$ cat src/rtl/utf16_to_utf8_encoder_unit_defines.svh
// ----------------------------------------------------------------------------
// utf16_to_utf8_encoder_unit_defines.svh
// Assertion macros shared by the UTF-16 to UTF-8 encoder RTL.
// ----------------------------------------------------------------------------
`ifndef UTF16_TO_UTF8_ENCODER_UNIT_DEFINES_SVH
`define UTF16_TO_UTF8_ENCODER_UNIT_DEFINES_SVH

// Plain invariant, checked at every rising clock edge outside reset.
`define U16U8_ASSERT(lbl, cond, msg) \
  lbl: assert property (@(posedge clk_i) disable iff (!rst_ni) (cond)) else $error(msg);

// Same-cycle implication, checked outside reset.
`define U16U8_ASSERT_IMP(lbl, ante, cons, msg) \
  lbl: assert property (@(posedge clk_i) disable iff (!rst_ni) (ante) |-> (cons)) \
    else $error(msg);

`endif

$ cat src/rtl/u16u8_pkg.sv
// ----------------------------------------------------------------------------
// u16u8_pkg
// Types, constants and the code point encoder of the UTF-16 to UTF-8 unit.
// ----------------------------------------------------------------------------
`timescale 1ns / 1ps
`default_nettype none

package u16u8_pkg;

  // Upper six bits of a high / low surrogate (0xD800..0xDBFF, 0xDC00..0xDFFF)
  localparam logic [5:0]  SURR_HI_TAG  = 6'b110110;
  localparam logic [5:0]  SURR_LO_TAG  = 6'b110111;
  localparam logic [20:0] CP_SUPP_BASE = 21'h10000;
  localparam logic [20:0] LIM_1B       = 21'h0007F;
  localparam logic [20:0] LIM_2B       = 21'h007FF;
  localparam logic [20:0] LIM_3B       = 21'h0FFFF;
  localparam int unsigned JOB_BYTES    = 6;

  typedef struct packed {
    logic [15:0] code_unit;
    logic        end_of_text;
  } in_item_t;

  typedef struct packed {
    logic [7:0] out_byte;
    logic       byte_valid;
    logic       last_of_run;
    logic       end_of_string;
  } out_item_t;

  // Encoded code point, b[0] goes out first
  typedef struct packed {
    logic [3:0][7:0] b;
    logic [2:0]      n;
  } enc_t;

  // One queued job: all bytes caused by one input transfer
  typedef struct packed {
    logic [JOB_BYTES-1:0][7:0] bytes;
    logic [2:0]                count;
    logic                      bvalid;
    logic                      eos;
  } job_t;

  typedef struct packed {
    logic full;
    logic empty;
  } q_stat_t;

  function automatic enc_t encode_cp(input logic [20:0] cp);
    enc_t r;
    r = '0;
    if (cp <= LIM_1B) begin
      r.b[0] = {1'b0, cp[6:0]};
      r.n    = 3'd1;
    end else if (cp <= LIM_2B) begin
      r.b[0] = {3'b110, cp[10:6]};
      r.b[1] = {2'b10, cp[5:0]};
      r.n    = 3'd2;
    end else if (cp <= LIM_3B) begin
      r.b[0] = {4'b1110, cp[15:12]};
      r.b[1] = {2'b10, cp[11:6]};
      r.b[2] = {2'b10, cp[5:0]};
      r.n    = 3'd3;
    end else begin
      r.b[0] = {5'b11110, cp[20:18]};
      r.b[1] = {2'b10, cp[17:12]};
      r.b[2] = {2'b10, cp[11:6]};
      r.b[3] = {2'b10, cp[5:0]};
      r.n    = 3'd4;
    end
    return r;
  endfunction

endpackage

`default_nettype wire

$ cat src/rtl/utf16_to_utf8_encoder_unit.sv
// ----------------------------------------------------------------------------
// utf16_to_utf8_encoder_unit
// UTF-16 code unit stream in, UTF-8 byte stream out.
// ----------------------------------------------------------------------------
// One code unit is taken per input transfer; each output transfer carries one
// UTF-8 byte. The front stage can take a new unit every cycle while the job
// queue (FIFO_DEPTH entries) has room, so in_stall_o is simply "queue full".
// The back stage sends one byte per cycle while out_stall_i is low. An item
// yields 1 to 3 bytes for a BMP unit, 4 for a surrogate pair, and up to 6
// when a held high surrogate is flushed ahead of a new unit. Units that give
// no bytes (a high surrogate being held, or anything while the text is
// stopped) reach the back stage not at all. Sustained rate is therefore set
// by the byte serializer and the bytes per item. No clearing pass after reset.
// ----------------------------------------------------------------------------
`timescale 1ns / 1ps
`default_nettype none

module utf16_to_utf8_encoder_unit
  import u16u8_pkg::*;
#(
  parameter int unsigned FIFO_DEPTH = 2
) (
  input  wire logic      clk_i,
  input  wire logic      rst_ni,
  // input channel: one UTF-16 code unit per transfer
  input  wire logic      in_valid_i,
  output logic           in_stall_o,
  input  wire in_item_t  in_data_i,
  // output channel: one UTF-8 byte per transfer
  output logic           out_valid_o,
  input  wire logic      out_stall_i,
  output out_item_t      out_data_o
);

  logic    push, pop;
  job_t    wr_job, rd_job;
  q_stat_t q_stat;

  // Front stalls on queue full only; it never looks at the output side.
  assign in_stall_o = q_stat.full;

  // Front: surrogate pairing, stop state, builds the full byte job per unit.
  u16u8_front u_front (
    .clk_i      (clk_i),
    .rst_ni     (rst_ni),
    .in_valid_i (in_valid_i),
    .in_data_i  (in_data_i),
    .q_stat_i   (q_stat),
    .push_o     (push),
    .job_o      (wr_job)
  );

  // Queue decouples unit intake from byte output.
  u16u8_fifo #(
    .DEPTH (FIFO_DEPTH)
  ) u_fifo (
    .clk_i    (clk_i),
    .rst_ni   (rst_ni),
    .push_i   (push),
    .wr_job_i (wr_job),
    .pop_i    (pop),
    .rd_job_o (rd_job),
    .stat_o   (q_stat)
  );

  // Back: walks each job byte by byte, marks last-of-run and end-of-string.
  u16u8_back u_back (
    .clk_i       (clk_i),
    .rst_ni      (rst_ni),
    .rd_job_i    (rd_job),
    .q_stat_i    (q_stat),
    .pop_o       (pop),
    .out_valid_o (out_valid_o),
    .out_stall_i (out_stall_i),
    .out_data_o  (out_data_o)
  );

endmodule

`default_nettype wire

$ cat src/rtl/u16u8_front.sv
// ----------------------------------------------------------------------------
// u16u8_front
// Accepts code units, tracks surrogate and stop state, builds byte jobs.
// ----------------------------------------------------------------------------
`timescale 1ns / 1ps
`default_nettype none

module u16u8_front
  import u16u8_pkg::*;
(
  input  wire logic     clk_i,
  input  wire logic     rst_ni,
  input  wire logic     in_valid_i,
  input  wire in_item_t in_data_i,
  input  wire q_stat_t  q_stat_i,
  output logic          push_o,
  output job_t          job_o
);

  logic       pend_q, pend_d;
  logic [9:0] pend_hi_q, pend_hi_d;
  logic       stopped_q, stopped_d;

  logic        accept;
  logic        is_zero, is_high, is_low, eot;
  logic [20:0] cp_pair, cp_sel;
  enc_t        enc, enc_fl;
  logic        do_flush, do_enc, need_push;
  logic [2:0]  enc_n;

  assign accept  = in_valid_i && !q_stat_i.full;
  assign eot     = in_data_i.end_of_text;
  assign is_zero = (in_data_i.code_unit == 16'h0000);
  assign is_high = (in_data_i.code_unit[15:10] == SURR_HI_TAG);
  assign is_low  = (in_data_i.code_unit[15:10] == SURR_LO_TAG);

  assign cp_pair = CP_SUPP_BASE + {1'b0, pend_hi_q, in_data_i.code_unit[9:0]};
  assign cp_sel  = (pend_q && is_low) ? cp_pair : {5'b0, in_data_i.code_unit};
  assign enc     = encode_cp(cp_sel);
  assign enc_fl  = encode_cp({5'b0, SURR_HI_TAG, pend_hi_q});

  always_comb begin
    pend_d    = pend_q;
    pend_hi_d = pend_hi_q;
    stopped_d = stopped_q;
    do_flush  = 1'b0;
    do_enc    = 1'b0;
    need_push = 1'b0;
    job_o     = '0;
    if (stopped_q) begin
      if (eot) begin
        stopped_d = 1'b0;
      end
    end else if (is_zero) begin
      do_flush  = pend_q;
      need_push = 1'b1;
      pend_d    = 1'b0;
      stopped_d = !eot;
    end else if (pend_q && is_low) begin
      do_enc    = 1'b1;
      need_push = 1'b1;
      pend_d    = 1'b0;
    end else begin
      do_flush = pend_q;
      if (is_high && !eot) begin
        pend_d    = 1'b1;
        pend_hi_d = in_data_i.code_unit[9:0];
      end else begin
        do_enc = 1'b1;
        pend_d = 1'b0;
      end
      need_push = do_flush || do_enc;
    end

    enc_n = do_enc ? enc.n : 3'd0;
    if (do_flush) begin
      job_o.bytes[0] = enc_fl.b[0];
      job_o.bytes[1] = enc_fl.b[1];
      job_o.bytes[2] = enc_fl.b[2];
      job_o.bytes[3] = enc.b[0];
      job_o.bytes[4] = enc.b[1];
      job_o.bytes[5] = enc.b[2];
      job_o.count    = 3'd3 + enc_n;
    end else begin
      job_o.bytes[0] = enc.b[0];
      job_o.bytes[1] = enc.b[1];
      job_o.bytes[2] = enc.b[2];
      job_o.bytes[3] = enc.b[3];
      job_o.count    = enc_n;
    end
    // zero unit with nothing held: one empty result
    if (is_zero && !do_flush) begin
      job_o.count  = 3'd1;
      job_o.bvalid = 1'b0;
    end else begin
      job_o.bvalid = 1'b1;
    end
    job_o.eos = is_zero || eot;
  end

  assign push_o = accept && need_push;

  always_ff @(posedge clk_i or negedge rst_ni) begin
    if (!rst_ni) begin
      pend_q    <= 1'b0;
      pend_hi_q <= '0;
      stopped_q <= 1'b0;
    end else if (accept) begin
      pend_q    <= pend_d;
      pend_hi_q <= pend_hi_d;
      stopped_q <= stopped_d;
    end
  end

endmodule

`default_nettype wire

$ cat src/rtl/u16u8_fifo.sv
// ----------------------------------------------------------------------------
// u16u8_fifo
// Short job queue between the classifying front and the byte serializer.
// ----------------------------------------------------------------------------
`timescale 1ns / 1ps
`default_nettype none
`include "utf16_to_utf8_encoder_unit_defines.svh"

module u16u8_fifo
  import u16u8_pkg::*;
#(
  parameter int unsigned DEPTH = 2
) (
  input  wire logic clk_i,
  input  wire logic rst_ni,
  input  wire logic push_i,
  input  wire job_t wr_job_i,
  input  wire logic pop_i,
  output job_t      rd_job_o,
  output q_stat_t   stat_o
);

  localparam int unsigned PTR_W = (DEPTH > 1) ? $clog2(DEPTH) : 1;
  localparam int unsigned CNT_W = $clog2(DEPTH + 1);

  job_t             mem [DEPTH];
  logic [PTR_W-1:0] wr_ptr_q, rd_ptr_q;
  logic [CNT_W-1:0] cnt_q;

  function automatic logic [PTR_W-1:0] ptr_inc(input logic [PTR_W-1:0] p);
    return (p == PTR_W'(DEPTH - 1)) ? '0 : p + 1'b1;
  endfunction

  assign stat_o.full  = (cnt_q == CNT_W'(DEPTH));
  assign stat_o.empty = (cnt_q == '0);
  assign rd_job_o     = mem[rd_ptr_q];

  always_ff @(posedge clk_i) begin
    if (push_i) begin
      mem[wr_ptr_q] <= wr_job_i;
    end
  end

  always_ff @(posedge clk_i or negedge rst_ni) begin
    if (!rst_ni) begin
      wr_ptr_q <= '0;
      rd_ptr_q <= '0;
      cnt_q    <= '0;
    end else begin
      if (push_i) begin
        wr_ptr_q <= ptr_inc(wr_ptr_q);
      end
      if (pop_i) begin
        rd_ptr_q <= ptr_inc(rd_ptr_q);
      end
      if (push_i && !pop_i) begin
        cnt_q <= cnt_q + 1'b1;
      end else if (pop_i && !push_i) begin
        cnt_q <= cnt_q - 1'b1;
      end
    end
  end

  `U16U8_ASSERT_IMP(a_no_overflow, push_i, !stat_o.full, "job pushed into full queue")
  `U16U8_ASSERT_IMP(a_no_underflow, pop_i, !stat_o.empty, "job popped from empty queue")
  `U16U8_ASSERT(a_cnt_bound, cnt_q <= CNT_W'(DEPTH), "queue fill count out of range")

endmodule

`default_nettype wire

$ cat src/rtl/u16u8_back.sv
// ----------------------------------------------------------------------------
// u16u8_back
// Serializes queued jobs into one UTF-8 byte per output transfer.
// ----------------------------------------------------------------------------
`timescale 1ns / 1ps
`default_nettype none
`include "utf16_to_utf8_encoder_unit_defines.svh"

module u16u8_back
  import u16u8_pkg::*;
(
  input  wire logic    clk_i,
  input  wire logic    rst_ni,
  input  wire job_t    rd_job_i,
  input  wire q_stat_t q_stat_i,
  output logic         pop_o,
  output logic         out_valid_o,
  input  wire logic    out_stall_i,
  output out_item_t    out_data_o
);

  job_t       job_q;
  logic       job_v_q;
  logic [2:0] idx_q;
  logic       last, xfer;

  assign last = (idx_q == job_q.count - 3'd1);
  assign xfer = job_v_q && !out_stall_i;
  assign pop_o = !q_stat_i.empty && (!job_v_q || (xfer && last));

  assign out_valid_o              = job_v_q;
  assign out_data_o.out_byte      = job_q.bytes[idx_q];
  assign out_data_o.byte_valid    = job_q.bvalid;
  assign out_data_o.last_of_run   = last;
  assign out_data_o.end_of_string = last && job_q.eos;

  always_ff @(posedge clk_i) begin
    if (pop_o) begin
      job_q <= rd_job_i;
    end
  end

  always_ff @(posedge clk_i or negedge rst_ni) begin
    if (!rst_ni) begin
      job_v_q <= 1'b0;
      idx_q   <= '0;
    end else if (pop_o) begin
      job_v_q <= 1'b1;
      idx_q   <= '0;
    end else if (xfer) begin
      if (last) begin
        job_v_q <= 1'b0;
      end else begin
        idx_q <= idx_q + 3'd1;
      end
    end
  end

  `U16U8_ASSERT_IMP(a_idx_in_job, job_v_q, idx_q < job_q.count, "byte index past job end")
  `U16U8_ASSERT_IMP(a_job_size, job_v_q,
    (job_q.count != 3'd0) && (job_q.count <= 3'(JOB_BYTES)), "job byte count out of range")

endmodule

`default_nettype wire
$ cat config.mk
export PLATFORM = sky130hd
export DESIGN_NAME = utf16_to_utf8_encoder_unit
export DESIGN_NICKNAME = d
export VERILOG_FILES = /design/src/rtl/u16u8_pkg.sv /design/src/rtl/utf16_to_utf8_encoder_unit.sv /design/src/rtl/u16u8_front.sv /design/src/rtl/u16u8_fifo.sv /design/src/rtl/u16u8_back.sv
export VERILOG_INCLUDE_DIRS = /design/src /design/src/rtl
export SDC_FILE = /design/constraint.sdc
export NUM_CORES = 1
export LEC_CHECK = 0
export BUFFER_PORTS_ARGS = -buffer_cell sky130_fd_sc_hd__buf_2
export CORE_ASPECT_RATIO = 1.4
export CORE_MARGIN = 4
export CORE_UTILIZATION = 40
export CTS_CLUSTER_SIZE = 40
export DETAILED_ROUTE_END_ITERATION = 16
export SYNTH_ARGS = -nofsm -noshare
export SYNTH_HDL_FRONTEND = slang
export SYNTH_SLANG_ARGS = --single-unit
$ cat constraint.sdc
create_clock -name clk_i -period 3.1 [get_ports clk_i]
set_input_delay 0.93 -clock clk_i [delete_from_list [all_inputs] [get_ports clk_i]]
set_output_delay 0.93 -clock clk_i [all_outputs]
set_load 0.005 [all_outputs]
==> results.yml, run 1 <==
critical_path:
  critPathLaunch: "u_back.idx_q[1]$_DFFE_PN0P_"
  rr_startpoint: "u_front.pend_hi_q[6]$_DFFE_PN0P_"
  cp.buffers_inverters: 1
  path_delay_family: "flip-flops"
  arrival_ns: 1.97
  crit_path_cell_trace: "xnor2_1 -> nor3_1 -> and2_1 -> buf_2"
  cp_max_fo: 14
  startpoint_type: "flop"
  cp_data_required_time_ns: 2.17
  end_kind: "output pin"
  max_stage_delay_ns: 0.81
  critPathKind: "reg -> out"
  cp_slowest_cell: "dfrtp_1"
global_routing:
  grt_pass1_vias: 4282
  overflow: 0
  antenna_found_initial: 0
  grt_usage_pct: 15.07
  grt_max_degree: 53
  grt_pass1_wl_um: 23450
final_layout:
  layout-drive-gt1-share_pct: 32.55
  design_area_um2: 8468
  layout.nets: 566
  multi_input_area_um2: 2261
  area_delta_synth_final_pct: 16.93
  register_area_um2: 4826
  fillers: 1557
  finalNonFillerCells: 793
  antennaDiodeCount: 0
synthesis:
  yosysMostFrequentCell: "edfxtp_1"
  synth_top_area_share_pct: 59.71
  netlist_top_cells_area: "edfxtp_1 60%, mux2_2 9.2%, dfrtp_1 6.9%"
  async_flop_share_pct: 12.20
  avgSynthCellArea_um2: 14.99
  yosys.area.top_type: "edfxtp_1"
  netlist_area_um2: 7242
  synth_seq_cells: 164
  yosysSeqAreaShare_pct: 66.62
  ys_types: 65
  syn_inst: 483
  synth_edf_count: 144
  synthFlopType: "edfxtp_1"
  yosysWarnings: 0
  syn_nets: 509
  synthTopCellsByCount: "144 x edfxtp_1, 59 x mux2_2, 39 x nor2_1"
clock_network:
  cts_setup_buffers: 0
  cts_resized: 0
  clock_sinks: 164
  clk-insertion-delay-late_ns: 0.42
  cts_hold_buffers: 0
  htree_levels: 4
  cts_tree: "yes"
  cts-root-buf: "clkbuf_16"
  clkTransAtPathRegs_ns: 0.07
  cts_buffers: 17
  clock_path_buffers: 2
power:
  p_int_mw: 5.067
  switching_power_mw: 2.017
  total_leakage_power_nw: 3.104
  pwr-share-seq_pct: 47.0
  peakVddDrop_mv: 0.5215
  switching_share_pct: 28.47
  power_density_nw_per_um2: 836.5
  clock_power_share_pct: 29.3
  combPwrFrac_pct: 23.7
floorplan:
  die_w_um: 121.7
  start_util_pct: 40.57
  core_um2: 17850
  die_h_um: 167.2
  io_pins: 34
  num_rows: 58
  die_area_um2: 20350
place:
  place_inst: 761
  gp_routability_congestion: 0.9323
  io_buffer_count: 33
  place_hpwl_um: 9930
  placed_cell_area_um2: 7865
run_status:
  run_status: "complete, no violations"
detailed_routing:
  first_iter_violations: 227
  routedWlPerCell_um: 18.14
  routed_wirelength_um: 14390
  firstDrtPassIters: 4
  routed_via_density: 5.190
  antenna_left: 0
  drc_errors: 0
  via_count: 4116
sta:
  worst_slew_pin_slew_ns: 0.7492
  maxSlewViolCount: 0
  finalHoldViolations: 0
  rsz0062_at_grt: "false"
  fmax_ghz: 0.3448
  finClkSkew_ns: 0.01274
  max_slew_margin_pct: 50.05
  finalSetupTns_ns: 0
  finalCriticalPeriod_ns: 2.900
  period_share_pct: 93.55
  setup_viol: 0
worst_hold_path:
  hold_path.class: "in -> async"
run:
  cap_violations: 0
[per-stage QoR]
step	hold WS (ns)	power [mW]	setup slack (ns)	util (%)
after floorplan	0.4845	4.464	-0.7373	-
final	0.4680	7.084	0.1998	47.43
after global routing	0.4845	7.472	0.04537	47.43
after detailed placement	0.5286	5.097	0.1253	44.06
after global placement	0.4990	5.050	0.1557	44.06
after CTS	0.4714	7.183	0.1102	47.43
[final timing paths]
check,to,slack [ns],depth (start not counted)
max,out_data_o[0],0.20,4
min,u_fifo.wr_ptr_q$_DFFE_PN0P_,0.47,1
max reg2reg,u_fifo.mem[1][50]$_DFFE_PP_,0.45,7
min reg2reg,u_fifo.cnt_q[1]$_DFFE_PN0P_,0.54,1
max in group asynchronous,u_fifo.rd_ptr_q$_DFFE_PN0P_,2.26,1
min in group clk_i,u_fifo.cnt_q[1]$_DFFE_PN0P_,0.54,1
[layout by cell type, fill, tap and decap left out, types with 3 or more instances in the layout]
master / Yosys / layout
buf_2: 6 / 33
clkinvlp_4: 0 / 3
xor2_1: 4 / 4
nand3_1: 7 / 7
dfrtp_1: 20 / 19
mux2_2: 59 / 59
a31oi_1: 7 / 7
nand2_1: 20 / 20
a211oi_1: 3 / 3
o22ai_1: 8 / 8
mux2i_1: 13 / 13
clkbuf_16: 0 / 19
buf_12: 0 / 4
buf_4: 4 / 23
inv_1: 15 / 15
a22o_1: 4 / 4
a22oi_1: 3 / 3
xnor2_1: 8 / 8
nand2b_1: 3 / 3
o21ai_0: 12 / 12
inv_6: 0 / 5
inv_8: 0 / 3
and3_1: 4 / 4
nor2_1: 39 / 37
edfxtp_1: 144 / 144
a21o_1: 7 / 7
nor3_1: 6 / 6
ha_1: 5 / 5
a211o_1: 3 / 3
mux4_2: 6 / 6
a21oi_1: 16 / 16
[layer usage]
layer  vias up  global-route usage [%]  routed length [um]
li1       1961                       -                   -
met1      2025                   19.34                6220
met2       112                   24.93                7358
met3        18                   3.446                 580
met4         0                   5.510                 227
met5         -                       0                   0
[sequential cells by signal, indices dropped and copies added, names as in the netlist]
register	count
u_front.pend_q	1
u_front.stopped_q	1
u_back.idx_q	3
u_fifo.wr_ptr_q	1
u_front.pend_hi_q	10
u_back.out_valid_o	1
u_fifo.cnt_q	2
u_fifo.mem	96
u_back.job_q	47
u_back.out_data_o	1
u_fifo.rd_ptr_q	1
[final cells by class]
class | instances | share of cell area (%)
flip-flops and latches | 164 | 56.99
multi-input cells | 281 | 26.70
clock buffers | 21 | 5.940
repair buffers | 60 | 4.935
well taps | 240 | 3.546
clock inverters | 11 | 1.182
inverters | 16 | 0.7092
[worst register-to-register path, stage by stage (launching register included)]
cell      delay, ns
dfrtp_1        0.48
ha_1           0.30
and3b_1        0.21
o211a_2        0.30
nand2b_1       0.38
buf_4          0.29
a31oi_1        0.26
nor2_1         0.15
[power by group through the flow]
stage | combinational, mW | sequential, mW | clock [mW]
4_1_cts | 1.72 | 3.34 | 2.12
2_1_floorplan | 1.23 | 3.23 | 0
3_5_place_dp | 1.72 | 3.38 | 0
3_3_place_gp | 1.69 | 3.36 | 0
5_1_grt | 1.86 | 3.38 | 2.23
6_report | 1.68 | 3.33 | 2.08
[logic make-up after synthesis]
group | count (synthesis) | share of synthesized area, %
compound gates | 80 | 7.550
buf+inv | 38 | 2.384
flops | 164 | 66.62
mux | 78 | 12.84
simple gates | 106 | 8.293
xor+xnor | 12 | 1.451
fa+ha+maj | 5 | 0.8639
Note: power is estimated with default switching activity, not from simulation.
==> run 2: changes to the inputs <==
--- a/config.mk
+++ b/config.mk
@@ -14,2 +14,3 @@
 export DETAILED_ROUTE_END_ITERATION = 16
+export PLACE_DENSITY = 0.65
 export SYNTH_ARGS = -nofsm -noshare
==> constraint.sdc (replaced) <==
create_clock -name clk_i -period 3.1 [get_ports clk_i]
set_input_delay 0 -clock clk_i [delete_from_list [all_inputs] [get_ports clk_i]]
set_output_delay 0 -clock clk_i [all_outputs]
set_load 0.005 [all_outputs]
==> results.yml, run 2 (same netlist as run 1, synthesis figures left out) <==
detailed_routing:
  routedWlPerCell_um: 18.27
  antenna_left: 0
  drc_errors: 0
  firstDrtPassIters: 4
  routed_wirelength_um: 14560
  first_iter_violations: 306
  routed_via_density: 5.208
  via_count: 4151
floorplan:
  start_util_pct: 40.57
  num_rows: 58
  die_area_um2: 20350
  io_pins: 34
  core_um2: 17850
  die_w_um: 121.7
  die_h_um: 167.2
sta:
  worst_slew_pin_slew_ns: 0.7520
  finClkSkew_ns: 0.01060
  finalSetupTns_ns: 0
  period_share_pct: 84.39
  setup_slack_ns: 0.4839
  rsz0062_at_grt: "false"
  finalCriticalPeriod_ns: 2.616
  setup_viol: 0
  max_slew_margin_pct: 49.34
  fmax_ghz: 0.3822
  maxSlewViolCount: 0
  finalHoldViolations: 0
  whs_ns: 0.08949
clock_network:
  clk-insertion-delay-late_ns: 0.42
  clock_path_buffers: 2
  cts-root-buf: "clkbuf_16"
  cts_buffers: 17
  clock_sinks: 164
  cts_tree: "yes"
  htree_levels: 4
  clkTransAtPathRegs_ns: 0.06
power:
  total_leakage_power_nw: 3.115
  pwr-share-seq_pct: 46.1
  p_int_mw: 5.160
  peakVddDrop_mv: 0.4119
  clock_power_share_pct: 30.1
  power_density_nw_per_um2: 833.4
  switching_share_pct: 27.27
  switching_power_mw: 1.935
  combPwrFrac_pct: 23.8
critical_path:
  end_kind: "flop"
  cp_slowest_cell: "dfrtp_1"
  path_delay_family: "compound AO/OA/AOI/OAI gates"
  cp_max_fo: 10
  cp.buffers_inverters: 1
  reg2reg_slack_ns: 0.48
  startpoint_type: "flop"
  rr_startpoint: "u_front.pend_hi_q[6]$_DFFE_PN0P_"
  crit_cells: 8
  r2r_cells: 8
  crit_path_cell_trace: "ha_1 -> and3b_1 -> o211a_2 -> nor2_2 -> buf_4 -> nor2_1 -> a22oi_1 -> o21ai_0"
  arrival_ns: 2.70
  cp_data_required_time_ns: 3.19
  timing.rr.end: "u_fifo.mem[0][18]$_DFFE_PP_"
  critPathKind: "reg -> reg"
  max_stage_delay_ns: 0.45
final_layout:
  fin_util_pct: 47.69
  top_register: "u_fifo.mem"
  layout_commonest_cell: "edfxtp_1"
  design_area_um2: 8513
  reg_top3: "u_fifo.mem (96), u_back.job_q (47), u_front.pend_hi_q (10)"
  mostFrequentLayoutCells: "144 x edfxtp_1, 59 x mux2_2, 37 x nor2_1"
  largest_reg_flops: 96
  area_delta_synth_final_pct: 17.55
  layout.nets: 570
  fillers: 1573
  antennaDiodeCount: 0
  layout-drive-gt1-share_pct: 29.80
global_routing:
  grt_pass1_wl_um: 23470
  overflow: 0
  grt_max_degree: 53
  antenna_found_initial: 0
  grt_pass1_vias: 4243
  grt_usage_pct: 14.98
place:
  placed_cell_area_um2: 7745
  place_hpwl_um: 9965
  dp_slack_ns: 0.5425
  gp_routability_congestion: 0.8874
  io_buffer_count: 33
run_status:
  run_status: "complete, no violations"
worst_hold_path:
  hold_path.class: "in -> async"
run:
  cap_violations: 0
[run 2: changes by cell type in the layout (fill, tap and decap cells not counted), sizes merged]
cell         before  now
clkinv            0    5
buf              60   49
dlygate4sd3       0   15
clkbuf           21   23
inv              24   18
bufinv            0    2
clkinvlp          3    0
[run 2: power groups by stage]
stage / Sequential (mW) / Clock [mW] / Combinational, mW
after floorplan: 3.23 / 0 / 1.23
after global placement: 3.30 / 0 / 1.70
after detailed placement: 3.32 / 0 / 1.72
after CTS: 3.28 / 2.18 / 1.75
after global routing: 3.32 / 2.29 / 1.86
final: 3.27 / 2.13 / 1.69
[run 2: cell type report]
cell class,instances,area (um2),share of cell area (%)
clock inverters,9,117.6,1.382
repair buffers,64,447.9,5.262
multi-input cells,281,2261,26.56
flip-flops and latches,164,4826,56.69
clock buffers,23,500.5,5.879
inverters,16,60.06,0.7055
well taps,240,300.3,3.527
[run 2: worst max path at each step]
| stage | start | to | slack, ns |
|---|---|---|---|
| after CTS | u_front.pend_hi_q[6]$_DFFE_PN0P_ | u_fifo.mem[0][18]$_DFFE_PP_ | 0.52 |
| after global placement | u_front.pend_hi_q[1]$_DFFE_PN0P_ | u_fifo.mem[0][32]$_DFFE_PP_ | 0.64 |
| after floorplan | u_fifo.cnt_q[0]$_DFFE_PN0P_ | u_fifo.mem[0][0]$_DFFE_PP_ | -0.27 |
| after global routing | u_front.pend_hi_q[6]$_DFFE_PN0P_ | u_fifo.mem[0][18]$_DFFE_PP_ | 0.38 |
| final | u_front.pend_hi_q[6]$_DFFE_PN0P_ | u_fifo.mem[0][18]$_DFFE_PP_ | 0.48 |
| after detailed placement | u_front.pend_hi_q[6]$_DFFE_PN0P_ | u_fifo.mem[1][18]$_DFFE_PP_ | 0.54 |
[run 2: metrics by stage]
| stage | std cells | total power [mW] |
|---|---|---|
| floorplan | 483 | 4.464 |
| global placement | 750 | 4.999 |
| finish | 797 | 7.095 |
| detailed placement | 750 | 5.049 |
| global route | 797 | 7.470 |
| CTS | 797 | 7.208 |
[run 2: timing repair]
| action | CTS | global route |
|---|---|---|
| hold endpoints to repair | 39 | 0 |
| resized for setup | 0 | 0 |
| setup endpoints to repair | 0 | 0 |
| hold buffers | 15 | 0 |
| setup buffers | 0 | 0 |
[run 2: routing by layer]
| metal | track usage, % | share of wire, % | routed length (um) |
|---|---|---|---|
| met1 | 19.22 | 43 | 6250 |
| met2 | 25.17 | 52 | 7548 |
| met3 | 3.311 | 3.3 | 481 |
| met4 | 4.876 | 1.9 | 282 |
| met5 | 0 | 0 | 0 |
